## src/rtl/rgbyuv_pkg.sv

```systemverilog
// Shared types, constants and arithmetic helpers for the RGB to YUV 4:2:0 converter.
// No dependencies; every other file of the block depends on this package.
`default_nettype none

package rgbyuv_pkg;

    // Geometry and storage defaults
    localparam int MAX_WIDTH_DEF   = 4096;
    localparam int QUEUE_DEPTH_DEF = 4;

    // Field widths
    localparam int COMP_W      = 8;
    localparam int ROW_WIDTH_W = 13;
    localparam int CFG_IDX_W   = 4;
    localparam int CFG_DATA_W  = 13;
    localparam int SUM_W       = 18;

    // Register indexes of the configuration port
    typedef enum logic [CFG_IDX_W-1:0] {
        REG_ROW_WIDTH  = 4'd0,
        REG_FULL_RANGE = 4'd1
    } reg_idx_t;

    localparam logic [ROW_WIDTH_W-1:0] ROW_WIDTH_RESET = 13'd640;

    // Studio range (BT.601) coefficients
    localparam logic signed [SUM_W-1:0] YS_R  = 18'sd66;
    localparam logic signed [SUM_W-1:0] YS_G  = 18'sd129;
    localparam logic signed [SUM_W-1:0] YS_B  = 18'sd25;
    localparam logic signed [SUM_W-1:0] YS_OF = 18'sh01080;
    localparam logic signed [SUM_W-1:0] CS_HI = 18'sd112;
    localparam logic signed [SUM_W-1:0] US_G  = 18'sd74;
    localparam logic signed [SUM_W-1:0] US_R  = 18'sd38;
    localparam logic signed [SUM_W-1:0] VS_G  = 18'sd94;
    localparam logic signed [SUM_W-1:0] VS_B  = 18'sd18;
    localparam logic signed [SUM_W-1:0] CS_OF = 18'sh08000;

    // Full range (JPEG) coefficients
    localparam logic signed [SUM_W-1:0] YF_R  = 18'sd38;
    localparam logic signed [SUM_W-1:0] YF_G  = 18'sd75;
    localparam logic signed [SUM_W-1:0] YF_B  = 18'sd15;
    localparam logic signed [SUM_W-1:0] YF_OF = 18'sd64;
    localparam logic signed [SUM_W-1:0] CF_HI = 18'sd127;
    localparam logic signed [SUM_W-1:0] UF_G  = 18'sd84;
    localparam logic signed [SUM_W-1:0] UF_R  = 18'sd43;
    localparam logic signed [SUM_W-1:0] VF_G  = 18'sd107;
    localparam logic signed [SUM_W-1:0] VF_B  = 18'sd20;
    localparam logic signed [SUM_W-1:0] CF_OF = 18'sh08080;

    typedef struct packed {
        logic [COMP_W-1:0] red;
        logic [COMP_W-1:0] green;
        logic [COMP_W-1:0] blue;
    } rgb_t;

    typedef struct packed {
        logic [ROW_WIDTH_W-1:0] row_width;
        logic                   full_range;
    } cfg_t;

    // Classification made by the front end
    typedef struct packed {
        logic odd_row;
        logic col_odd;
        logic last;
    } flags_t;

    // One queued pixel with the stored pixel above it
    typedef struct packed {
        rgb_t   pix;
        rgb_t   above;
        flags_t flags;
    } job_t;

    typedef struct packed {
        logic [COMP_W-1:0] cb;
        logic [COMP_W-1:0] cr;
    } chroma_t;

    // Rounded average of two components
    function automatic logic [COMP_W-1:0] avg8(logic [COMP_W-1:0] a, logic [COMP_W-1:0] b);
        logic [COMP_W:0] sum;
        sum = {1'b0, a} + {1'b0, b} + {{COMP_W{1'b0}}, 1'b1};
        return sum[COMP_W:1];
    endfunction

    function automatic rgb_t avg_pixel(rgb_t p, rgb_t q);
        rgb_t res;
        res.red   = avg8(p.red, q.red);
        res.green = avg8(p.green, q.green);
        res.blue  = avg8(p.blue, q.blue);
        return res;
    endfunction

    function automatic logic [COMP_W-1:0] calc_luma(rgb_t p, logic full);
        logic signed [SUM_W-1:0] r;
        logic signed [SUM_W-1:0] g;
        logic signed [SUM_W-1:0] b;
        logic signed [SUM_W-1:0] s;
        logic [COMP_W-1:0]       y;
        r = $signed({{(SUM_W-COMP_W){1'b0}}, p.red});
        g = $signed({{(SUM_W-COMP_W){1'b0}}, p.green});
        b = $signed({{(SUM_W-COMP_W){1'b0}}, p.blue});
        if (full)
        begin
            s = YF_R * r + YF_G * g + YF_B * b + YF_OF;
            y = s[14:7];
        end
        else
        begin
            s = YS_R * r + YS_G * g + YS_B * b + YS_OF;
            y = s[15:8];
        end
        return y;
    endfunction

    // Both sums stay positive and below 2^16 for 8-bit components
    function automatic chroma_t calc_chroma(rgb_t p, logic full);
        logic signed [SUM_W-1:0] r;
        logic signed [SUM_W-1:0] g;
        logic signed [SUM_W-1:0] b;
        logic signed [SUM_W-1:0] su;
        logic signed [SUM_W-1:0] sv;
        chroma_t                 res;
        r = $signed({{(SUM_W-COMP_W){1'b0}}, p.red});
        g = $signed({{(SUM_W-COMP_W){1'b0}}, p.green});
        b = $signed({{(SUM_W-COMP_W){1'b0}}, p.blue});
        if (full)
        begin
            su = CF_HI * b - UF_G * g - UF_R * r + CF_OF;
            sv = CF_HI * r - VF_G * g - VF_B * b + CF_OF;
        end
        else
        begin
            su = CS_HI * b - US_G * g - US_R * r + CS_OF;
            sv = CS_HI * r - VS_G * g - VS_B * b + CS_OF;
        end
        res.cb = su[15:8];
        res.cr = sv[15:8];
        return res;
    endfunction

endpackage

`default_nettype wire

```

## src/rtl/rgbyuv_res_if.sv

```systemverilog
// Result channel: valid/ready handshake carrying luma, block chroma and row end.
// Depends on rgbyuv_pkg for component widths.
`default_nettype none

interface rgbyuv_res_if;
    logic                             valid;
    logic                             ready;
    logic [rgbyuv_pkg::COMP_W-1:0]    luma;
    logic                             chroma_valid;
    logic [rgbyuv_pkg::COMP_W-1:0]    cb;
    logic [rgbyuv_pkg::COMP_W-1:0]    cr;
    logic                             row_end;

    modport source (output valid, output luma, output chroma_valid, output cb, output cr,
                    output row_end, input ready);
    modport sink   (input valid, input luma, input chroma_valid, input cb, input cr,
                    input row_end, output ready);
endinterface

`default_nettype wire

```

## src/rtl/rgbyuv_back.sv

```systemverilog
// Back end: 2x2 averaging with held even-column average, then luma and chroma math.
// Depends on rgbyuv_pkg and rgbyuv_res_if; drains jobs from the queue.
`default_nettype none

module rgbyuv_back (
    input  logic               clk,
    input  logic               rst_n,
    input  logic               pop_valid,
    output logic               pop_ready,
    input  rgbyuv_pkg::job_t   pop_job,
    input  logic               full_range,
    rgbyuv_res_if.source       results
);
    import rgbyuv_pkg::*;

    // Averaging stage
    logic    a_valid_reg, a_valid_next;
    rgb_t    a_pix_reg;
    rgb_t    a_blk_reg;
    logic    a_chroma_reg;
    logic    a_last_reg;
    rgb_t    held_reg, held_next;

    // Output register
    logic              out_valid_reg, out_valid_next;
    logic [COMP_W-1:0] luma_reg;
    logic              chroma_valid_reg;
    logic [COMP_W-1:0] cb_reg;
    logic [COMP_W-1:0] cr_reg;
    logic              row_end_reg;

    logic    a_ready, out_ready, pop;
    rgb_t    vert, blk;
    logic    chroma;
    chroma_t chroma_val;

    assign out_ready = !out_valid_reg || results.ready;
    assign a_ready   = !a_valid_reg || out_ready;
    assign pop_ready = a_ready;
    assign pop       = pop_valid && a_ready;

    // Vertical then horizontal average; the even column average is held
    always_comb
    begin
        vert      = avg_pixel(pop_job.above, pop_job.pix);
        blk       = pop_job.flags.col_odd ? avg_pixel(held_reg, vert) : vert;
        chroma    = pop_job.flags.odd_row && (pop_job.flags.col_odd || pop_job.flags.last);
        held_next = held_reg;
        if (pop && pop_job.flags.odd_row && !pop_job.flags.col_odd)
            held_next = vert;
    end

    always_comb
    begin
        a_valid_next = a_ready ? pop_valid : a_valid_reg;
        out_valid_next = out_ready ? a_valid_reg : out_valid_reg;
    end

    always_ff @(posedge clk or negedge rst_n)
    begin
        if (!rst_n)
        begin
            a_valid_reg   <= 1'b0;
            out_valid_reg <= 1'b0;
            held_reg      <= '0;
        end
        else
        begin
            a_valid_reg   <= a_valid_next;
            out_valid_reg <= out_valid_next;
            held_reg      <= held_next;
        end
    end

    always_ff @(posedge clk)
    begin
        if (pop)
        begin
            a_pix_reg    <= pop_job.pix;
            a_blk_reg    <= blk;
            a_chroma_reg <= chroma;
            a_last_reg   <= pop_job.flags.last;
        end
    end

    // Coefficient math into the output register
    assign chroma_val = calc_chroma(a_blk_reg, full_range);

    always_ff @(posedge clk)
    begin
        if (out_ready && a_valid_reg)
        begin
            luma_reg         <= calc_luma(a_pix_reg, full_range);
            chroma_valid_reg <= a_chroma_reg;
            cb_reg           <= a_chroma_reg ? chroma_val.cb : '0;
            cr_reg           <= a_chroma_reg ? chroma_val.cr : '0;
            row_end_reg      <= a_last_reg;
        end
    end

    assign results.valid        = out_valid_reg;
    assign results.luma         = luma_reg;
    assign results.chroma_valid = chroma_valid_reg;
    assign results.cb           = cb_reg;
    assign results.cr           = cr_reg;
    assign results.row_end      = row_end_reg;

endmodule

`default_nettype wire

```

## src/flat_wrapper.sv

```systemverilog
// flat-port wrapper written by rule: the top's interface ports become plain ports
module rgbyuv_back_flat import rgbyuv_pkg::*;
  (clk, rst_n, pop_valid, pop_ready, pop_job, full_range, results_valid, results_luma, results_chroma_valid, results_cb, results_cr, results_row_end, results_ready);
  rgbyuv_res_if results_i ();
  input  logic clk;
  input  logic rst_n;
  input  logic pop_valid;
  output logic pop_ready;
  input  rgbyuv_pkg::job_t pop_job;
  input  logic full_range;
  output wire logic [$bits(results_i.valid)-1:0] results_valid;
  output wire logic [$bits(results_i.luma)-1:0] results_luma;
  output wire logic [$bits(results_i.chroma_valid)-1:0] results_chroma_valid;
  output wire logic [$bits(results_i.cb)-1:0] results_cb;
  output wire logic [$bits(results_i.cr)-1:0] results_cr;
  output wire logic [$bits(results_i.row_end)-1:0] results_row_end;
  input wire logic [$bits(results_i.ready)-1:0] results_ready;
  assign results_valid = results_i.valid;
  assign results_luma = results_i.luma;
  assign results_chroma_valid = results_i.chroma_valid;
  assign results_cb = results_i.cb;
  assign results_cr = results_i.cr;
  assign results_row_end = results_i.row_end;
  assign results_i.ready = results_ready;
  rgbyuv_back u_core (.clk(clk), .rst_n(rst_n), .pop_valid(pop_valid), .pop_ready(pop_ready), .pop_job(pop_job), .full_range(full_range), .results(results_i));
endmodule
```

## config.mk

```make
export PLATFORM = sky130hd
export DESIGN_NAME = rgbyuv_back_flat
export DESIGN_NICKNAME = d
export VERILOG_FILES = /design/src/rtl/rgbyuv_pkg.sv /design/src/rtl/rgbyuv_res_if.sv /design/src/rtl/rgbyuv_back.sv /design/src/flat_wrapper.sv
export SDC_FILE = /design/constraint.sdc
export NUM_CORES = 1
export LEC_CHECK = 0
export BUFFER_PORTS_ARGS = -buffer_cell sky130_fd_sc_hd__buf_2
export CORE_ASPECT_RATIO = 1.1
export CORE_UTILIZATION = 65
export DETAILED_ROUTE_END_ITERATION = 8
export GPL_TIMING_DRIVEN = 0
export PLACE_DENSITY_LB_ADDON = 0.1
export SLEW_MARGIN = 20
export SYNTH_ARGS = -nofsm -noshare
export SYNTH_HDL_FRONTEND = slang
export SYNTH_SLANG_ARGS = --single-unit
```

## constraint.sdc

```tcl
create_clock -name clk -period 9.6 [get_ports clk]
set_input_delay 0.96 -clock clk [delete_from_list [all_inputs] [get_ports clk]]
set_output_delay 0.96 -clock clk [all_outputs]
set_load 0.005 [all_outputs]
```

==> impl_results.md, run 1 <==
- CP arrival: 8290 ps
- Fmax: between 0.1 and 0.15 GHz
- Critical path origin: u_core.a_blk_reg[22]
- Post-synth top area cell: ha_1
- Number of global-route vias before repair: 17,200
- Critical-path top delay cell: edfxtp_1
- First-pass GRT wire length: 83.1 mm
- CP Capture Type: register
- Antenna Cells: 0
- Final setup TNS: 0 ps
- DPL Wire Length: ~43 mm
- GPL Wtd Cong: 0.936
- Worst reg2reg path depth: 26
- Layout cell share with drive strength beyond 1: under 10%
- Max-Cap Viols: 0
- Die Y: between 150 and 200 um
- Number of buffers created by CTS: 9
- Mean routed wirelength per cell: 17.6 um
- RSZ-0062 raised after global routing: false
- CP endpoint: u_core.results.cb[7]
- Post-synth net total: 3,104
- Post-Syn Instances: 2,306
- Clock sink total: about 100
- Yosys warns: 0
- Io pins: 84
- Core area: between 30,000 and 40,000 um^2
- Detailed Route WL: 50.0 mm
- Vias/cell: around 5.7
- Synth top area share: 29.3%
- FF-to-FF End: u_core.results.cb[7]
- Worst clock skew: 11.2 ps
- Pin count of the biggest net entering global routing: 36
- Synthesized flop and latch total: between 100 and 150
- Asr flop ratio synth: 25.5%
- CTS tree: yes
- Hold Fails Final Rpt: 0
- Post-CTS Hold Buffers: 0
- Worst path max stage delay: 670 ps
- Grt ovf: 0
- FILL cells: 2,654
- Slew headroom: about a third
- Slew @ Worst Pin: 974 ps
- Top cells by count, synth: 525 x inv_1, 513 x ha_1, 229 x fa_1
- Synth Cell Area: 21,900 um^2
- Clk_lat worst skew: 370 ps
- Cells taking the most area after synthesis: ha_1 29%, fa_1 21%, edfxtp_1 10%, inv_1 9.0%, xnor2_1 4.1%
- Root Driver: clkbuf_16
- WP data required: a little under 10,000 ps
- Crit Path Max Fanout: 8
- Vias: 16,300
- Full die area: ~34,000 um^2
- Nets: 3,198
- Post-synth EDFFs: 76
- Max clock buf depth: 2
- PostCTS Resize Cnt: 0
- Max-slew violation count: 0
- Unique masters post-synth: 66
- Critical path class: reg -> reg
- Remaining DRCs: 0
- Status: completed
- Htree depth: 3
- Setup violations, final: 0
- DRT Pass-1 Iters: 5
- Initial antenna violation count: 1
- Antenna-violating nets left: 0
- Hold Crit Class: reg -> reg
- DRT iter0 DRCs: 774
- FP Rows: 70
- Synth-to-layout area growth: 5.86%
- Startpoint types: register
- Count leader, synth: inv_1
- All-Layer GR Usage: 30.8%
- Reg clk slew, reported paths: 90 ps
- Setup bufs post-CTS: 0
- R2r startpoint: u_core.a_blk_reg[22]
- Register area share after synthesis: approximately an eighth
- Synth Flop Type: edfxtp_1
- Initial Util: 66.1%
- R2R Setup Slk: 1420 ps
- Final min period: 8180 ps
- Chip width: 177 um
- Syn Area/Cell: 9.51 um^2
- Number of port buffers: slightly above 80
- Period utilisation layout: between 80% and 90%
[per-stage QoR]
step                area, um^2  hold slack (ps)  setup slack, ps  cells  util [%]
detailed placement       22900              405             1420   2821      69.0
global placement         22900              401             1460   2820      69.0
finish                   23200              425             1420   2837      70.0
floorplan                21900              400             2580   2306         -
global route             23200              430              997   2837      70.0
CTS                      23200              427             1390   2837      70.0
[cell type report]
cell class                      instances  area, um^2  area share (%)
Multi-Input combinational cell       1663       17000            73.1
Sequential cell                       102        2930            12.6
Inverter                              528        1980            8.53
Tap cell                              432         541            2.33
Timing Repair Buffer                   83         430            1.85
Clock buffer                            9         225           0.970
Clock inverter                          7        86.3           0.372
Buffer                                 13        48.8           0.210
[kinds of logic after synthesis]
logic type,Yosys count,synth area share (%)
buffers and inverters,541,9.26
xor gates and xnor gates,157,6.27
and+or+nand+nor,316,7.32
muxes,29,1.45
AOI/OAI and AO/OA,419,12.2
DFF,102,13.4
adders and majority gates,742,50.1
[how the worst min path moves through the flow]
stage                      start                      to  slack, ps  cells past startpoint
3_5_place_dp   u_core.a_last_reg  u_core.results.row_end        410                      0
3_3_place_gp   u_core.a_last_reg  u_core.results.row_end        400                      0
5_1_grt        u_core.a_last_reg  u_core.results.row_end        430                      0
4_1_cts        u_core.a_last_reg  u_core.results.row_end        430                      0
6_report       u_core.a_last_reg  u_core.results.row_end        430                      0
2_1_floorplan  u_core.a_last_reg  u_core.results.row_end        400                      0
[routing by layer]
| layer | track usage [%] | wire (um) | vias up |
|---|---|---|---|
| met5 | 0 | 13 | - |
| met4 | 14.1 | 2380 | 2 |
| met3 | 2.46 | 1540 | 108 |
| met2 | 55.3 | 25100 | 324 |
| met1 | 37.0 | 20900 | 7939 |
| li1 | - | - | 7937 |
[cell usage in the layout (no fill, tap or decap), types with 74 or more instances in the layout]
master / Yosys / final
edfxtp_1: 76 / 76
xnor2_1: 103 / 103
inv_1: 525 / 525
a21oi_1: 130 / 130
fa_1: 229 / 229
buf_2: 0 / 82
nor2_1: 74 / 74
ha_1: 513 / 513
nand2_1: 76 / 76
o21ai_0: 77 / 77
[critical path: cells and delay by family (launching register included)]
kind | cells | cell delay, ps
compound gates | 8 | 1800
xor+xnor | 2 | 300
fa+ha+maj | 10 | 4370
buf+inv | 5 | 510
flops | 1 | 670
simple gates | 1 | 240
Power of run 1 is not shown: default switching activity piles up to over one toggle a cycle in this logic, so the estimate is an artifact.
==> inputs of run 2 (changes only) <==
--- a/config.mk
+++ b/config.mk
@@ -10,7 +10,7 @@
 export CORE_UTILIZATION = 65
 export DETAILED_ROUTE_END_ITERATION = 8
 export GPL_TIMING_DRIVEN = 0
-export PLACE_DENSITY_LB_ADDON = 0.1
+export PLACE_DENSITY = 0.82
 export SLEW_MARGIN = 20
 export SYNTH_ARGS = -nofsm -noshare
 export SYNTH_HDL_FRONTEND = slang
==> run 2 against run 1 <==
  * Via count up 1.9%
  * Worst hold slack better by 1.9 ps
  * Die area unchanged
  * Cell area up 0.31%
  * Flip-flop and latch count unchanged
  * Sequential share of layout area about the same
  * Global-route usage up 1.1 points
  * Wire length up 3.8%
  * Largest cell class unchanged
==> impl_results.md, run 2 (synthesis gave the netlist of run 1 again) <==
- Status: completed
- Full die area: ~34,000 um^2
- WHS Path Cells: 0
- Period utilisation layout: 84.8%
- Critical-path top delay cell: edfxtp_1
- Max-Cap Viols: 0
- DPL Wire Length: 44.6 mm
- All-Layer GR Usage: 31.8%
- Detailed Route WL: 51.9 mm
- Die Y: 195 um
- Layout cell share with drive strength beyond 1: 5.65%
- Startpoint types: register
- CP Depth: 26
- Fin cells: 2,838
- Fmax: roughly 0.12 GHz
- Reg clk slew, reported paths: 80 ps
- Max clock buf depth: 2
- Htree depth: 3
- R2r startpoint: u_core.a_blk_reg[22]
- Slew headroom: 35.0%
- First-pass GRT wire length: 86.0 mm
- Initial Util: 66.1%
- Root Driver: clkbuf_16
- CTS tree: yes
- WP data required: around 9700 ps
- Placed Cells: around 2,800
- CP Capture Type: register
- Post-CTS Hold Buffers: 0
- Finished Cell Area: 23,300 um^2
- Hold Fails Final Rpt: 0
- Initial antenna violation count: 0
- Final setup TNS: 0 ps
- Worst path max stage delay: 680 ps
- Worst path top cell family by delay: adder cells
- Io pins: 84
- Final Util: 70.2%
- GPL Wtd Cong: ~0.95
- Worst clock skew: 10.3 ps
- Vias: ~17,000
- Worst reg2reg path depth: 26
- FF-to-FF End: u_core.results.cb[7]
- Slew @ Worst Pin: 974 ps
- Number of global-route vias before repair: 17,800
- Most frequent cells in the layout: 525 x inv_1, 513 x ha_1, 229 x fa_1
- Remaining DRCs: 0
- DRT iter0 DRCs: just under 800
- Area after DPL: 22,900 um^2
- FILL cells: between 2,000 and 2,500
- Final min period: 8140 ps
- Antenna-violating nets left: 0
- Number of buffers created by CTS: 9
- Most common cell after layout, fill and taps aside: inv_1
- Pin count of the biggest net entering global routing: 37
- Worst Path Buf+Inv: 5
- Number of port buffers: 82
- Antenna Cells: 0
- DRT Pass-1 Iters: 5
- Grt ovf: 0
- Multi-input combinational cell area: between 15,000 and 20,000 um^2
- Critical path origin: u_core.a_blk_reg[22]
- Chip width: 177 um
- Vias/cell: 5.86
- Setup violations, final: 0
- Synth-to-layout area growth: 6.18%
- FP Rows: 70
- Seq. cell area: 2930 um^2
- Max-slew violation count: 0
- PostCTS Resize Cnt: 0
- Hold Crit Class: reg -> reg
- Core area: 33,200 um^2
- Mean routed wirelength per cell: approximately 18 um
- Clk_lat worst skew: around 370 ps
- Critical path class: reg -> reg
- CP arrival: 8250 ps
- Clock sink total: roughly 100
- Nets: 3,199
- RSZ-0062 raised after global routing: false
- CP endpoint: u_core.results.cb[7]
- R2R Setup Slk: 1460 ps
- Crit Path Max Fanout: 8
- Setup bufs post-CTS: 0
## run 2: cell count changes in the layout (fill, tap and decap cells not counted), sizes merged
cell / previous run / this run
bufinv: 0 / 3
buf: 85 / 86
inv: 531 / 528
## run 2: routing by layer
| metal | share of wire [%] | global-route usage (%) | up-vias |
|---|---|---|---|
| met1 | 41 | 38.0 | 8112 |
| li1 | - | - | 7931 |
| met3 | 3.9 | 2.99 | 150 |
| met4 | 5.5 | 17.1 | 0 |
| met5 | 0 | 0 | - |
| met2 | 50 | 56.1 | 433 |
## run 2: worst min-delay path by stage
stage | startpoint | to | slack, ps
2_1_floorplan | u_core.a_last_reg | u_core.results.row_end | 400
3_3_place_gp | u_core.a_last_reg | u_core.results.row_end | 400
3_5_place_dp | u_core.a_last_reg | u_core.results.row_end | 410
4_1_cts | u_core.a_last_reg | u_core.results.row_end | 430
5_1_grt | u_core.a_last_reg | u_core.results.row_end | 440
6_report | u_core.a_last_reg | u_core.results.row_end | 430
## run 2: layout make-up
cell class,instances,share of cell area (%)
Clock inverter,7,0.591
Tap cell,432,2.32
Sequential cell,102,12.6
Buffer,13,0.209
Clock buffer,9,0.967
Timing Repair Buffer,84,1.93
Multi-Input combinational cell,1663,72.9
Inverter,528,8.51
## run 2: through the flow
step / hold WS, ps / setup WS, ps
2_1_floorplan: 400 / 2580
3_3_place_gp: 404 / 1590
3_5_place_dp: 411 / 1500
4_1_cts: 431 / 1460
5_1_grt: 437 / 1010
6_report: 427 / 1460
## run 2: worst reg2reg max path: stages, from the launching register on
cell and delay (ps):
edfxtp_1 680, inv_1 330, ha_1 530, fa_1 510
fa_1 550, inv_1 50, ha_1 320, inv_1 50
o21bai_1 200, a21oi_1 130, o21ai_0 400, xnor2_1 150
fa_1 490, inv_1 50, fa_1 490, fa_1 560
inv_1 40, ha_1 290, ha_1 310, ha_1 370
a21o_1 210, a221oi_1 390, nor3b_1 230, a21oi_1 110
xnor2_1 160, a22oi_1 190, a21oi_1 100
Power of run 2 is left out for the same reason.
