### src/rtl/rgbyuv_pkg.sv
// Shared types, constants and arithmetic helpers for the RGB to YUV 4:2:0 converter.
// No dependencies; every other file of the block depends on this package.
`default_nettype none

package rgbyuv_pkg;

    // Geometry and storage defaults
    localparam int MAX_WIDTH_DEF   = 4096;
    localparam int QUEUE_DEPTH_DEF = 4;

    // Field widths
    localparam int COMP_W      = 8;
    localparam int ROW_WIDTH_W = 13;
    localparam int CFG_IDX_W   = 4;
    localparam int CFG_DATA_W  = 13;
    localparam int SUM_W       = 18;

    // Register indexes of the configuration port
    typedef enum logic [CFG_IDX_W-1:0] {
        REG_ROW_WIDTH  = 4'd0,
        REG_FULL_RANGE = 4'd1
    } reg_idx_t;

    localparam logic [ROW_WIDTH_W-1:0] ROW_WIDTH_RESET = 13'd640;

    // Studio range (BT.601) coefficients
    localparam logic signed [SUM_W-1:0] YS_R  = 18'sd66;
    localparam logic signed [SUM_W-1:0] YS_G  = 18'sd129;
    localparam logic signed [SUM_W-1:0] YS_B  = 18'sd25;
    localparam logic signed [SUM_W-1:0] YS_OF = 18'sh01080;
    localparam logic signed [SUM_W-1:0] CS_HI = 18'sd112;
    localparam logic signed [SUM_W-1:0] US_G  = 18'sd74;
    localparam logic signed [SUM_W-1:0] US_R  = 18'sd38;
    localparam logic signed [SUM_W-1:0] VS_G  = 18'sd94;
    localparam logic signed [SUM_W-1:0] VS_B  = 18'sd18;
    localparam logic signed [SUM_W-1:0] CS_OF = 18'sh08000;

    // Full range (JPEG) coefficients
    localparam logic signed [SUM_W-1:0] YF_R  = 18'sd38;
    localparam logic signed [SUM_W-1:0] YF_G  = 18'sd75;
    localparam logic signed [SUM_W-1:0] YF_B  = 18'sd15;
    localparam logic signed [SUM_W-1:0] YF_OF = 18'sd64;
    localparam logic signed [SUM_W-1:0] CF_HI = 18'sd127;
    localparam logic signed [SUM_W-1:0] UF_G  = 18'sd84;
    localparam logic signed [SUM_W-1:0] UF_R  = 18'sd43;
    localparam logic signed [SUM_W-1:0] VF_G  = 18'sd107;
    localparam logic signed [SUM_W-1:0] VF_B  = 18'sd20;
    localparam logic signed [SUM_W-1:0] CF_OF = 18'sh08080;

    typedef struct packed {
        logic [COMP_W-1:0] red;
        logic [COMP_W-1:0] green;
        logic [COMP_W-1:0] blue;
    } rgb_t;

    typedef struct packed {
        logic [ROW_WIDTH_W-1:0] row_width;
        logic                   full_range;
    } cfg_t;

    // Classification made by the front end
    typedef struct packed {
        logic odd_row;
        logic col_odd;
        logic last;
    } flags_t;

    // One queued pixel with the stored pixel above it
    typedef struct packed {
        rgb_t   pix;
        rgb_t   above;
        flags_t flags;
    } job_t;

    typedef struct packed {
        logic [COMP_W-1:0] cb;
        logic [COMP_W-1:0] cr;
    } chroma_t;

    // Rounded average of two components
    function automatic logic [COMP_W-1:0] avg8(logic [COMP_W-1:0] a, logic [COMP_W-1:0] b);
        logic [COMP_W:0] sum;
        sum = {1'b0, a} + {1'b0, b} + {{COMP_W{1'b0}}, 1'b1};
        return sum[COMP_W:1];
    endfunction

    function automatic rgb_t avg_pixel(rgb_t p, rgb_t q);
        rgb_t res;
        res.red   = avg8(p.red, q.red);
        res.green = avg8(p.green, q.green);
        res.blue  = avg8(p.blue, q.blue);
        return res;
    endfunction

    function automatic logic [COMP_W-1:0] calc_luma(rgb_t p, logic full);
        logic signed [SUM_W-1:0] r;
        logic signed [SUM_W-1:0] g;
        logic signed [SUM_W-1:0] b;
        logic signed [SUM_W-1:0] s;
        logic [COMP_W-1:0]       y;
        r = $signed({{(SUM_W-COMP_W){1'b0}}, p.red});
        g = $signed({{(SUM_W-COMP_W){1'b0}}, p.green});
        b = $signed({{(SUM_W-COMP_W){1'b0}}, p.blue});
        if (full)
        begin
            s = YF_R * r + YF_G * g + YF_B * b + YF_OF;
            y = s[14:7];
        end
        else
        begin
            s = YS_R * r + YS_G * g + YS_B * b + YS_OF;
            y = s[15:8];
        end
        return y;
    endfunction

    // Both sums stay positive and below 2^16 for 8-bit components
    function automatic chroma_t calc_chroma(rgb_t p, logic full);
        logic signed [SUM_W-1:0] r;
        logic signed [SUM_W-1:0] g;
        logic signed [SUM_W-1:0] b;
        logic signed [SUM_W-1:0] su;
        logic signed [SUM_W-1:0] sv;
        chroma_t                 res;
        r = $signed({{(SUM_W-COMP_W){1'b0}}, p.red});
        g = $signed({{(SUM_W-COMP_W){1'b0}}, p.green});
        b = $signed({{(SUM_W-COMP_W){1'b0}}, p.blue});
        if (full)
        begin
            su = CF_HI * b - UF_G * g - UF_R * r + CF_OF;
            sv = CF_HI * r - VF_G * g - VF_B * b + CF_OF;
        end
        else
        begin
            su = CS_HI * b - US_G * g - US_R * r + CS_OF;
            sv = CS_HI * r - VS_G * g - VS_B * b + CS_OF;
        end
        res.cb = su[15:8];
        res.cr = sv[15:8];
        return res;
    endfunction

endpackage

`default_nettype wire

### src/rtl/rgbyuv_queue.sv
// Short job queue between front end and back end, built from flip-flops.
// Depends on rgbyuv_pkg for the job type.
`default_nettype none

module rgbyuv_queue #(
    parameter int DEPTH = rgbyuv_pkg::QUEUE_DEPTH_DEF
) (
    input  logic               clk,
    input  logic               rst_n,
    input  logic               in_valid,
    output logic               in_ready,
    input  rgbyuv_pkg::job_t   in_job,
    output logic               out_valid,
    input  logic               out_ready,
    output rgbyuv_pkg::job_t   out_job
);
    import rgbyuv_pkg::*;

    localparam int PW = (DEPTH > 1) ? $clog2(DEPTH) : 1;
    localparam int NW = $clog2(DEPTH + 1);

    job_t          slots [DEPTH];
    logic [PW-1:0] wr_ptr_reg, wr_ptr_next;
    logic [PW-1:0] rd_ptr_reg, rd_ptr_next;
    logic [NW-1:0] count_reg, count_next;
    logic          push, pop;

    assign in_ready  = (count_reg != NW'(DEPTH));
    assign out_valid = (count_reg != '0);
    assign out_job   = slots[rd_ptr_reg];
    assign push      = in_valid && in_ready;
    assign pop       = out_valid && out_ready;

    // Pointer and fill count update
    always_comb
    begin
        wr_ptr_next = wr_ptr_reg;
        rd_ptr_next = rd_ptr_reg;
        count_next  = count_reg;
        if (push)
            wr_ptr_next = (wr_ptr_reg == PW'(DEPTH - 1)) ? '0 : wr_ptr_reg + PW'(1);
        if (pop)
            rd_ptr_next = (rd_ptr_reg == PW'(DEPTH - 1)) ? '0 : rd_ptr_reg + PW'(1);
        if (push && !pop)
            count_next = count_reg + NW'(1);
        else if (pop && !push)
            count_next = count_reg - NW'(1);
    end

    always_ff @(posedge clk or negedge rst_n)
    begin
        if (!rst_n)
        begin
            wr_ptr_reg <= '0;
            rd_ptr_reg <= '0;
            count_reg  <= '0;
        end
        else
        begin
            wr_ptr_reg <= wr_ptr_next;
            rd_ptr_reg <= rd_ptr_next;
            count_reg  <= count_next;
        end
    end

    always_ff @(posedge clk)
    begin
        if (push)
            slots[wr_ptr_reg] <= in_job;
    end

endmodule

`default_nettype wire

### config.mk
export PLATFORM = sky130hd
export DESIGN_NAME = rgbyuv_queue
export DESIGN_NICKNAME = d
export VERILOG_FILES = /design/src/rtl/rgbyuv_pkg.sv /design/src/rtl/rgbyuv_queue.sv
export SDC_FILE = /design/constraint.sdc
export NUM_CORES = 1
export LEC_CHECK = 0
export BUFFER_PORTS_ARGS = -buffer_cell sky130_fd_sc_hd__buf_2
export CAP_MARGIN = 40
export CORE_MARGIN = 5
export CORE_UTILIZATION = 59
export CTS_BUF_LIST = sky130_fd_sc_hd__clkbuf_8
export DETAILED_ROUTE_END_ITERATION = 8
export GPL_TIMING_DRIVEN = 0
export PLACE_DENSITY = 0.84
export SYNTH_ARGS = -nofsm -noshare
export SYNTH_HDL_FRONTEND = slang
export SYNTH_SLANG_ARGS = --single-unit
### constraint.sdc
create_clock -name clk -period 2.55 [get_ports clk]
set_clock_uncertainty 0.2 [all_clocks]
set_input_delay 0.255 -clock clk [delete_from_list [all_inputs] [get_ports clk]]
set_output_delay 0.255 -clock clk [all_outputs]
set_load 0.01 [all_outputs]
==> results by group, run 1 <==
Worst hold path
  • Worst hold path stage count: 3
  • Hold Crit Start: in_valid
  • Worst hold path type: in2reg
  • Worst-case hold path end point: wr_ptr_reg[1]$_DFFE_PN0P_

Finish
  • Nets: 566
  • P&R area growth vs syn: 25.6%
  • Ant. Diodes: 0
  • Fraction of layout cells with a size suffix above 1: 0.432
  • Final instance area: 9780 um2
  • Largest register FFs: 204

Synthesis
  • Synth Area in Compound Gates: 0
  • Synth Net Count: 365
  • Mapped cell area: 7790 um2
  • Synth Instances: 303
  • Post-synth EDFFs: 204
  • Ys flop type: edfxtp_1
  • Area contributors post-synth: edfxtp_1 79%, mux4_2 15%, dfrtp_1 2.2%
  • Synth cell types: 19
  • Synth top area share: 0.787
  • Post-synthesis sequential area ratio: 0.809
  • Syn Area/Cell: 25.7 um2
  • Area leader, netlist: edfxtp_1
  • Post-synthesis mux area share: 0.156
  • Adder-Cell Fraction of Synth Area: 0.0122
  • Ys Warns: 0
  • Largest family of logic cells by synthesized area: multiplexers
  • Synth top cells by count: 204 x edfxtp_1, 51 x mux4_2, 7 x dfrtp_1, 6 x ha_1, 5 x buf_4
  • Simple-gate share of the synthesized area: 0.00932
  • Post-Synth XOR/XNOR Area: 0.00337
  • Most common cell in the netlist: edfxtp_1
  • Ys async rst share: 0.0332
  • Flops & latches, synth: 211

Floorplanning
  • # rows: 42
  • Core Area: 13100 um2
  • Initial Utilization: 0.595
  • Die Y: 125 um
  • Die Width: 125 um
  • DIE AREA: 15600 um2
  • Io pins: 108

Timing
  • Fmax achieved: 410 MHz
  • Max-slew violations: 0
  • Hold Slack: 0.0603 ns
  • Sum Neg Setup Slack: 0 ns
  • Fin. Hold Viols: 0
  • Slew headroom: 0.426
  • Final period utilization: 0.955
  • Worst Tran Pin Value: 0.861 ns
  • RSZ-0062 raised after global routing: false
  • Finish-stage setup viols: 0
  • Minimum clock period: 2.44 ns

Pwr
  • Comb power frac: 0.315
  • Switching pwr: 3.06 mW
  • Power Dens Cells: 1090 nW/um2
  • Static Leakage: 3.49 nW
  • Power Total: 10.7 mW
  • Net Sw Frac: 0.288
  • Flop pwr share: 0.448
  • Clock power frac: 0.237
  • Internal power: 7.59 mW
  • Peak VDD IR: 0.957 mV

Clocking
  • Clk Tree Root Cell: clkbuf_8
  • Clk slew on worst S/H paths: 0.06 ns
  • Clock sinks: 211
  • TritonCTS clock tree: yes
  • Clock Tree Buf Depth: 3
  • CTS H-tree lvls: 2
  • Clock Latency Late Sink: 0.48 ns
  • CTS Buf Count: 34

Flow run
  • Max Cap Viol: 0

Critical path
  • Critical-path top delay cell: mux4_2
  • Worst Path Buf+Inv: 3
  • Critical Path RT: 2.10 ns
  • WP data arrival: 1.98 ns
  • Type of origin of the critical path: register
  • CP peak stage delay: 0.55 ns
  • Worst R2R Path Depth: 8
  • CP Max Fanout: 10
  • Crit-path cells: clkbuf_4, buf_6, mux4_2, buf_2
  • Crit path depth: 4
  • Critical R2R Capture: count_reg[2]$_DFFE_PN0P_
  • Crit-path leading delay family: buffers and inverters
  • Critical Path Sink Type: primary output
  • Register-to-register setup slack: 0.12 ns
  • CP Class: reg2out
  • RR Startpoint: count_reg[1]$_DFFE_PN0P_

Route
  • Routed Antenna Nets: 0
  • Residual DRC: 0
  • Vias: 3789
  • Routed WL: 14000 um
  • Drt pass-1 iters: 4
  • Via-per-instance ratio: 5.42
  • Routed wire per std cell: 20.1 um
  • DRT iter0 DRCs: 210

Global routing
  • Global Route Usage Sum: 0.188
  • GRT overflow: 0
  • Vias in the first global route: 4269
  • Antenna violations before repair: 0
  • Largest net degree at the start of global routing: 31
  • First-pass GRT wire length: 22700 um

Placed design
  • Final Wtd Congestion: 0.774
  • Post-place instance area: 8620 um2
  • Port Buf Inserts: 107
  • Dpl hpwl: 8560 um

Run status
  • Outcome: completed
-- layout make-up --
class	instances	area [um2]
Sequential cell	211	6300
Fill cell	715	3300
Multi-Input combinational cell	77	1410
Timing Repair Buffer	165	1160
Clock buffer	35	482
Tap cell	176	220
Clock inverter	20	105
Buffer	12	93.8
Inverter	3	11.3
-- stage by stage --
step / setup slack [ns] / instances / utilization
2_1_floorplan: 0.226 / 303 / -
3_3_place_gp: 0.114 / 586 / 0.653
3_5_place_dp: 0.0896 / 590 / 0.659
4_1_cts: -0.0460 / 699 / 0.746
5_1_grt: 0.0215 / 699 / 0.748
6_report: 0.114 / 699 / 0.748
-- cells by family after synthesis --
family / count (synthesis)
xor+xnor: 3
fa+ha+maj: 7
buf+inv: 15
flops: 211
mux: 56
simple gates: 11
-- worst max-delay path by stage --
stage                              start                  endpoint  slack [ns]
2_1_floorplan   count_reg[1]$_DFFE_PN0P_  count_reg[2]$_DFFE_PN0P_        0.23
3_3_place_gp    count_reg[2]$_DFFE_PN0P_    slots[0][34]$_DFFE_PP_        0.11
3_5_place_dp    count_reg[1]$_DFFE_PN0P_  count_reg[2]$_DFFE_PN0P_        0.09
4_1_cts        rd_ptr_reg[0]$_DFFE_PN0P_               out_job[12]       -0.05
5_1_grt        rd_ptr_reg[0]$_DFFE_PN0P_                out_job[8]        0.02
6_report       rd_ptr_reg[0]$_DFFE_PN0P_               out_job[16]        0.11
-- cell usage in the layout, fill, tap and decap left out --
cell             n
or3b_4           1
buf_2          109
mux4_2          51
clkinv_1         6
and3_2           4
inv_1           15
xnor2_1          1
xor2_1           2
edfxtp_1       204
dlygate4sd3_1   54
ha_2             1
nor2_1           3
clkbuf_2         4
clkbuf_8        35
clkinvlp_4       1
or3_2            1
fa_1             1
clkbuf_4         1
mux2_4           2
bufinv_16        1
dfrtp_2          1
buf_12           4
dfrtp_1          6
nand2_2          1
ha_1             5
and2_4           1
buf_6            5
mux2_2           3
-- per-layer routing --
| layer | global-route usage | wire length (um) | up-vias |
|---|---|---|---|
| met3 | 0.0519 | 841 | 28 |
| met1 | 0.239 | 5620 | 1936 |
| met4 | 0.0536 | 266 | 0 |
| met5 | 0 | 0 | - |
| li1 | - | - | 1695 |
| met2 | 0.322 | 7290 | 130 |
-- power by group through the flow --
stage	Clock [mW]	Combinational (mW)	Sequential [mW]
6_report	2.53	3.36	4.77
5_1_grt	2.77	3.63	4.83
4_1_cts	2.59	3.40	4.78
3_5_place_dp	0	3.30	4.85
3_3_place_gp	0	3.18	4.81
2_1_floorplan	0	2.14	4.78
-- tightest hold or removal path, stage by stage --
cell    delay (ns)
buf_2         0.12
and2_4        0.18
mux2_4        0.15
-- repair_timing --
| action | CTS | global route |
|---|---|---|
| gates resized for setup | 5 | 8 |
| setup buffers | 0 | 0 |
| endpoints found under the hold margin | 213 | 0 |
| hold buffers | 54 | 0 |
| endpoints found under the setup margin | 41 | 41 |
(Power assumes the default switching activity.)
==> run 2, diff against run 1 <==
==> constraint.sdc (replaced) <==
create_clock -name clk -period 2.55 [get_ports clk]
set_clock_uncertainty 0.2 [all_clocks]
set_input_delay 0.765 -clock clk [delete_from_list [all_inputs] [get_ports clk]]
set_output_delay 0.765 -clock clk [all_outputs]
set_load 0.01 [all_outputs]
==> run 2 against run 1 <==
  * Sequential cell count is the same
  * Setup slack lost 0.42 ns
  * Clock-buffer cell count is the same
  * The run now ends with negative setup slack left
  * Final area shrank 0.15%
  * Combinational power grew 29%
  * Via count shrank 2.3%
  * Non-clock buffer count shrank 39
  * First-iteration DRC count shrank 5.2%
  * Routed wire length grew 2.3%
  * Worst hold slack gained 0.24 ns
  * Register-to-register slack gained 0.12 ns
  * Global-route usage shrank 0.82 points
==> results by group, run 2 (synthesized netlist as in run 1, its figures left out) <==
Placed design
  • Port Buf Inserts: 107
  • Worst slack, placed: -0.0756 ns
  • Final Wtd Congestion: 0.774
  • Post-place instance area: 8620 um2
  • Dpl hpwl: 8560 um

Finish
  • P&R area growth vs syn: 25.4%
  • Largest register FFs: 204
  • Most frequent cells in the layout: 204 x edfxtp_1, 72 x buf_2, 51 x mux4_2, 38 x buf_6, 35 x clkbuf_8
  • Commonest non-fill, non-tap cell in the layout: edfxtp_1
  • Fraction of layout cells with a size suffix above 1: 0.496
  • Final instance area: 9770 um2
  • Ant. Diodes: 0
  • Nets: 527

Route
  • Routed WL: 14300 um
  • Routed wire per std cell: 21.7 um
  • DRT iter0 DRCs: 199
  • Via-per-instance ratio: 5.61
  • Drt pass-1 iters: 4
  • Residual DRC: 0
  • Routed Antenna Nets: 0
  • Vias: 3700

Critical path
  • Worst R2R Path Depth: 6
  • CP peak stage delay: 0.51 ns
  • WP data arrival: 1.90 ns
  • Register-to-register setup slack: 0.24 ns
  • Worst Path Buf+Inv: 3
  • Crit-path cells: buf_12, clkbuf_16, mux4_2, buf_6
  • CP Launch Point: rd_ptr_reg[0]$_DFFE_PN0P_
  • RR Startpoint: count_reg[0]$_DFFE_PN0P_
  • Critical R2R Capture: count_reg[1]$_DFFE_PN0P_
  • CP Max Fanout: 8
  • Critical Path Sink Type: primary output
  • Critical Path RT: 1.59 ns
  • Type of origin of the critical path: register
  • Crit-path leading delay family: multiplexers
  • Critical-path top delay cell: mux4_2
  • CP Class: reg2out

Clocking
  • CTS H-tree lvls: 2
  • Clock Latency Late Sink: 0.48 ns
  • Clk slew on worst S/H paths: 0.06 ns
  • TritonCTS clock tree: yes
  • Clk Tree Root Cell: clkbuf_8
  • Clock sinks: 211
  • Clock Tree Buf Depth: 3
  • CTS Buf Count: 34

Global routing
  • Largest net degree at the start of global routing: 31
  • First-pass GRT wire length: 21500 um
  • GRT overflow: 0
  • Antenna violations before repair: 1
  • Global Route Usage Sum: 0.179
  • Vias in the first global route: 4099

Floorplanning
  • Initial Utilization: 0.595
  • DIE AREA: 15600 um2
  • Core Area: 13100 um2
  • Die Width: 125 um
  • Die Y: 125 um
  • Io pins: 108
  • # rows: 42

Timing
  • Worst Tran Pin Value: 0.857 ns
  • Final period utilization: 1.12
  • Slew headroom: 0.429
  • Fin. Hold Viols: 0
  • Max-slew violations: 0
  • RSZ-0062 raised after global routing: true
  • Hold Slack: 0.296 ns
  • Minimum clock period: 2.86 ns
  • Finish-stage setup viols: 51
  • Final WS setup: -0.311 ns
  • Fmax achieved: 350 MHz

Pwr
  • Static Leakage: 3.48 nW
  • Power Dens Cells: 1190 nW/um2
  • Peak VDD IR: 0.903 mV

Worst hold path
  • Worst hold path stage count: 1
  • Worst-case hold path end point: slots[0][26]$_DFFE_PP_
  • Worst hold path type: in2reg
  • Hold Crit Start: in_job[26]

Run status
  • Outcome: finished, violations left
  • Failing checks: negative setup slack

Flow run
  • Max Cap Viol: 0
run 2: changes by cell type in the layout (fill, tap and decap cells not counted), moves of 6 or more:
| cell | previous run | this run |
|---|---|---|
| buf_2 | 109 | 72 |
| buf_6 | 5 | 38 |
| buf_12 | 4 | 10 |
| clkbuf_16 | 0 | 6 |
| dlygate4sd3_1 | 54 | 1 |
| buf_4 | 0 | 7 |
run 2: per-stage QoR:
stage                     TNS [ns]   util  power, mW  instances
after detailed placement     -1.00  0.659       8.15        590
final                       -14.24  0.746       11.6        660
after global placement      -24.69  0.653       7.99        586
after CTS                   -14.43  0.722       11.1        651
after global routing        -18.35  0.746       12.3        660
after floorplan                  0      -       6.92        303
run 2: worst max-delay path by stage:
| stage | cells past startpoint | endpoint | slack, ns |
|---|---|---|---|
| after floorplan | 8 | count_reg[2]$_DFFE_PN0P_ | 0.23 |
| after global placement | 2 | slots[3][47]$_DFFE_PP_ | -0.12 |
| after detailed placement | 4 | out_job[12] | -0.08 |
| after CTS | 4 | out_job[16] | -0.31 |
| after global routing | 4 | out_job[2] | -0.39 |
| final | 4 | out_job[40] | -0.31 |
run 2: cell type report:
type	instances	area, um2
clock inverters	20	105
clock buffers	35	482
plain buffers	12	163
multi-input cells	77	1420
fillers	705	3320
repair buffers	126	1070
inverters	3	11.3
well taps	176	220
flip-flops and latches	211	6300
run 2: report_power, final:
part | internal (mW) | switching (mW)
Clock | 1.36 | 1.16
Sequential | 4.59 | 0.191
Combinational | 2.42 | 1.92
Total | 8.38 | 3.27
run 2: repair_timing:
| action | 4_1_cts | 5_1_grt |
|---|---|---|
| gates cloned | 0 | 6 |
| hold buffers | 1 | 0 |
| setup endpoints to repair | 52 | 53 |
| gates resized for setup | 43 | 29 |
| buffers inserted | 5 | 3 |
| endpoints found under the hold margin | 7 | 0 |
run 2: layer usage:
metal / GRT usage / vias to the layer above / share of wire
li1: - / 1621 / -
met1: 0.224 / 1916 / 0.39
met2: 0.308 / 133 / 0.53
met3: 0.0532 / 28 / 0.067
met4: 0.0548 / 2 / 0.016
met5: 0 / - / 0.00091
==> run 3, diff against run 2 <==
--- a/config.mk
+++ b/config.mk
@@ -7,6 +7,7 @@
 export LEC_CHECK = 0
 export BUFFER_PORTS_ARGS = -buffer_cell sky130_fd_sc_hd__buf_2
 export CAP_MARGIN = 40
+export CORE_ASPECT_RATIO = 0.9
 export CORE_MARGIN = 5
 export CORE_UTILIZATION = 59
 export CTS_BUF_LIST = sky130_fd_sc_hd__clkbuf_8
==> run 3 against run 2 <==
  * The flow still finishes with violations (negative setup slack)
  * Core utilization up 0.37 points
  * Register-to-register slack lost 0.08 ns
  * First-iteration DRC count rose by 27%
  * Critical path type unchanged
  * Routed wire length increased by 1.0%
  * Combinational power down 0.9%
  * Total power fell by 2.8%
  * Sequential power about the same
==> results by group, run 3 (synthesized netlist as in run 1, its figures left out) <==
Worst hold path
  • Worst hold path type: in2reg
  • Worst hold path stage count: 1

Timing
  • Fin. Hold Viols: 0
  • Slew headroom: 0.452
  • Worst Tran Pin Value: 0.822 ns
  • Sum Neg Setup Slack: -17.77 ns
  • Finish-stage setup viols: 51
  • Final WS setup: -0.380 ns
  • Hold Slack: 0.240 ns
  • Max-slew violations: 0
  • Fmax achieved: 341 MHz
  • Minimum clock period: 2.93 ns
  • Final period utilization: 1.15
  • RSZ-0062 raised after global routing: true

Placed design
  • Post-place instance area: 8610 um2
  • Worst slack, placed: -0.108 ns
  • Final Wtd Congestion: 0.707
  • Port Buf Inserts: 107
  • Dpl hpwl: 9220 um

Finish
  • Commonest non-fill, non-tap cell in the layout: edfxtp_1
  • Fraction of layout cells with a size suffix above 1: 0.478
  • Fin util: 0.750
  • Fillcell total: 691
  • Most frequent cells in the layout: 204 x edfxtp_1, 63 x buf_2, 51 x mux4_2, 46 x buf_6, 31 x clkbuf_8
  • P&R area growth vs syn: 23.6%
  • Largest register FFs: 204
  • Final instance area: 9630 um2
  • Nets: 518

Route
  • Drt pass-1 iters: 4
  • Routed wire per std cell: 22.6 um
  • Vias: 3673
  • Routed Antenna Nets: 0
  • Via-per-instance ratio: 5.74
  • DRT iter0 DRCs: 253
  • Routed WL: 14500 um
  • Residual DRC: 0

Global routing
  • First-pass GRT wire length: 22100 um
  • Antenna violations before repair: 1
  • Global Route Usage Sum: 0.187
  • GRT overflow: 0
  • Vias in the first global route: 4060
  • Largest net degree at the start of global routing: 33

Clocking
  • TritonCTS clock tree: yes
  • CTS H-tree lvls: 1
  • CTS Buf Count: 31
  • Clk Tree Root Cell: clkbuf_8
  • Clock Latency Late Sink: 0.54 ns
  • Clock sinks: 211
  • Clk slew on worst S/H paths: 0.06 ns
  • Clock Tree Buf Depth: 3

Flow run
  • Max Cap Viol: 0

Floorplanning
  • Die Width: 131 um
  • Core Area: 12800 um2
  • # rows: 39
  • Initial Utilization: 0.607
  • Io pins: 108
  • DIE AREA: 15600 um2
  • Die Y: 119 um

Critical path
  • Critical-path top delay cell: mux4_2
  • Type of origin of the critical path: register
  • Worst R2R Path Depth: 6
  • CP Max Fanout: 10
  • CP peak stage delay: 0.54 ns
  • Critical Path Sink Type: primary output
  • CP Class: reg2out
  • WP data arrival: 1.96 ns
  • Critical Path RT: 1.59 ns
  • Crit-path cells: buf_12, buf_12, mux4_2, buf_6
  • Most Frequent Cell on Critical Path: buf_12

Run status
  • Outcome: finished, violations left
  • Failing checks: negative setup slack

Pwr
  • Flop pwr share: 0.424
  • Internal power: 8.09 mW
  • Peak VDD IR: 0.805 mV
  • Static Leakage: 3.44 nW
  • Clock power frac: 0.197
  • Net Sw Frac: 0.286
  • Switching pwr: 3.24 mW
  • Power Dens Cells: 1180 nW/um2
  • Comb power frac: 0.379
## run 3: path summary, 6_finish.rpt
check / start / to / slack [ns]
min: in_job[17] / slots[0][17]$_DFFE_PP_ / 0.24
min in group asynchronous: rst_n / rd_ptr_reg[1]$_DFFE_PN0P_ / 0.39
max: rd_ptr_reg[0]$_DFFE_PN0P_ / out_job[44] / -0.38
max reg2reg: count_reg[1]$_DFFE_PN0P_ / count_reg[1]$_DFFE_PN0P_ / 0.16
min reg2reg: count_reg[2]$_DFFE_PN0P_ / count_reg[2]$_DFFE_PN0P_ / 0.30
max in group asynchronous: rst_n / rd_ptr_reg[0]$_DFFE_PN0P_ / 1.59
## run 3: timing repair
item / CTS / global route
gates cloned: 0 / 3
endpoints found under the setup margin: 53 / 52
pin swaps: 1 / 1
hold buffers: 1 / 0
hold endpoints to repair: 7 / 0
buffers inserted: 4 / 1
gates resized for setup: 59 / 20
## run 3: worst max-delay path, delay by kind of cell, from the launching register on
family	cells	cell delay, ns
muxes	1	0.54
buffers and inverters	3	0.45
DFF	1	0.43
## run 3: power groups by stage
stage | Sequential [mW] | Clock [mW] | Combinational [mW]
after floorplan | 4.78 | 0 | 2.14
after global placement | 4.81 | 0 | 3.18
after detailed placement | 4.86 | 0 | 3.34
after CTS | 4.79 | 2.28 | 4.01
final | 4.80 | 2.23 | 4.30
after global routing | 4.85 | 2.46 | 4.60
## run 3: layout make-up
class | count | area (um2) | share of cell area
diodes | 1 | 2.50 | 0.000260
repair buffers | 120 | 1020 | 0.106
well taps | 164 | 205 | 0.0213
flip-flops and latches | 211 | 6300 | 0.655
clock inverters | 21 | 82.6 | 0.00858
multi-input cells | 77 | 1410 | 0.146
inverters | 3 | 11.3 | 0.00117
clock buffers | 31 | 427 | 0.0443
plain buffers | 12 | 163 | 0.0169
## run 3: routing by layer
metal  GRT usage  share of wire  up-vias
met5           0        0.00048        -
met4      0.0482          0.017        2
met3      0.0506          0.077       28
met2       0.314           0.52      148
met1       0.246           0.38     1889
li1            -              -     1606
## run 3: per-stage QoR
| step | power, mW | cells |
|---|---|---|
| floorplan | 6.92 | 303 |
| global route | 11.9 | 639 |
| global placement | 7.99 | 574 |
| detailed placement | 8.20 | 578 |
| finish | 11.3 | 640 |
| CTS | 11.1 | 635 |
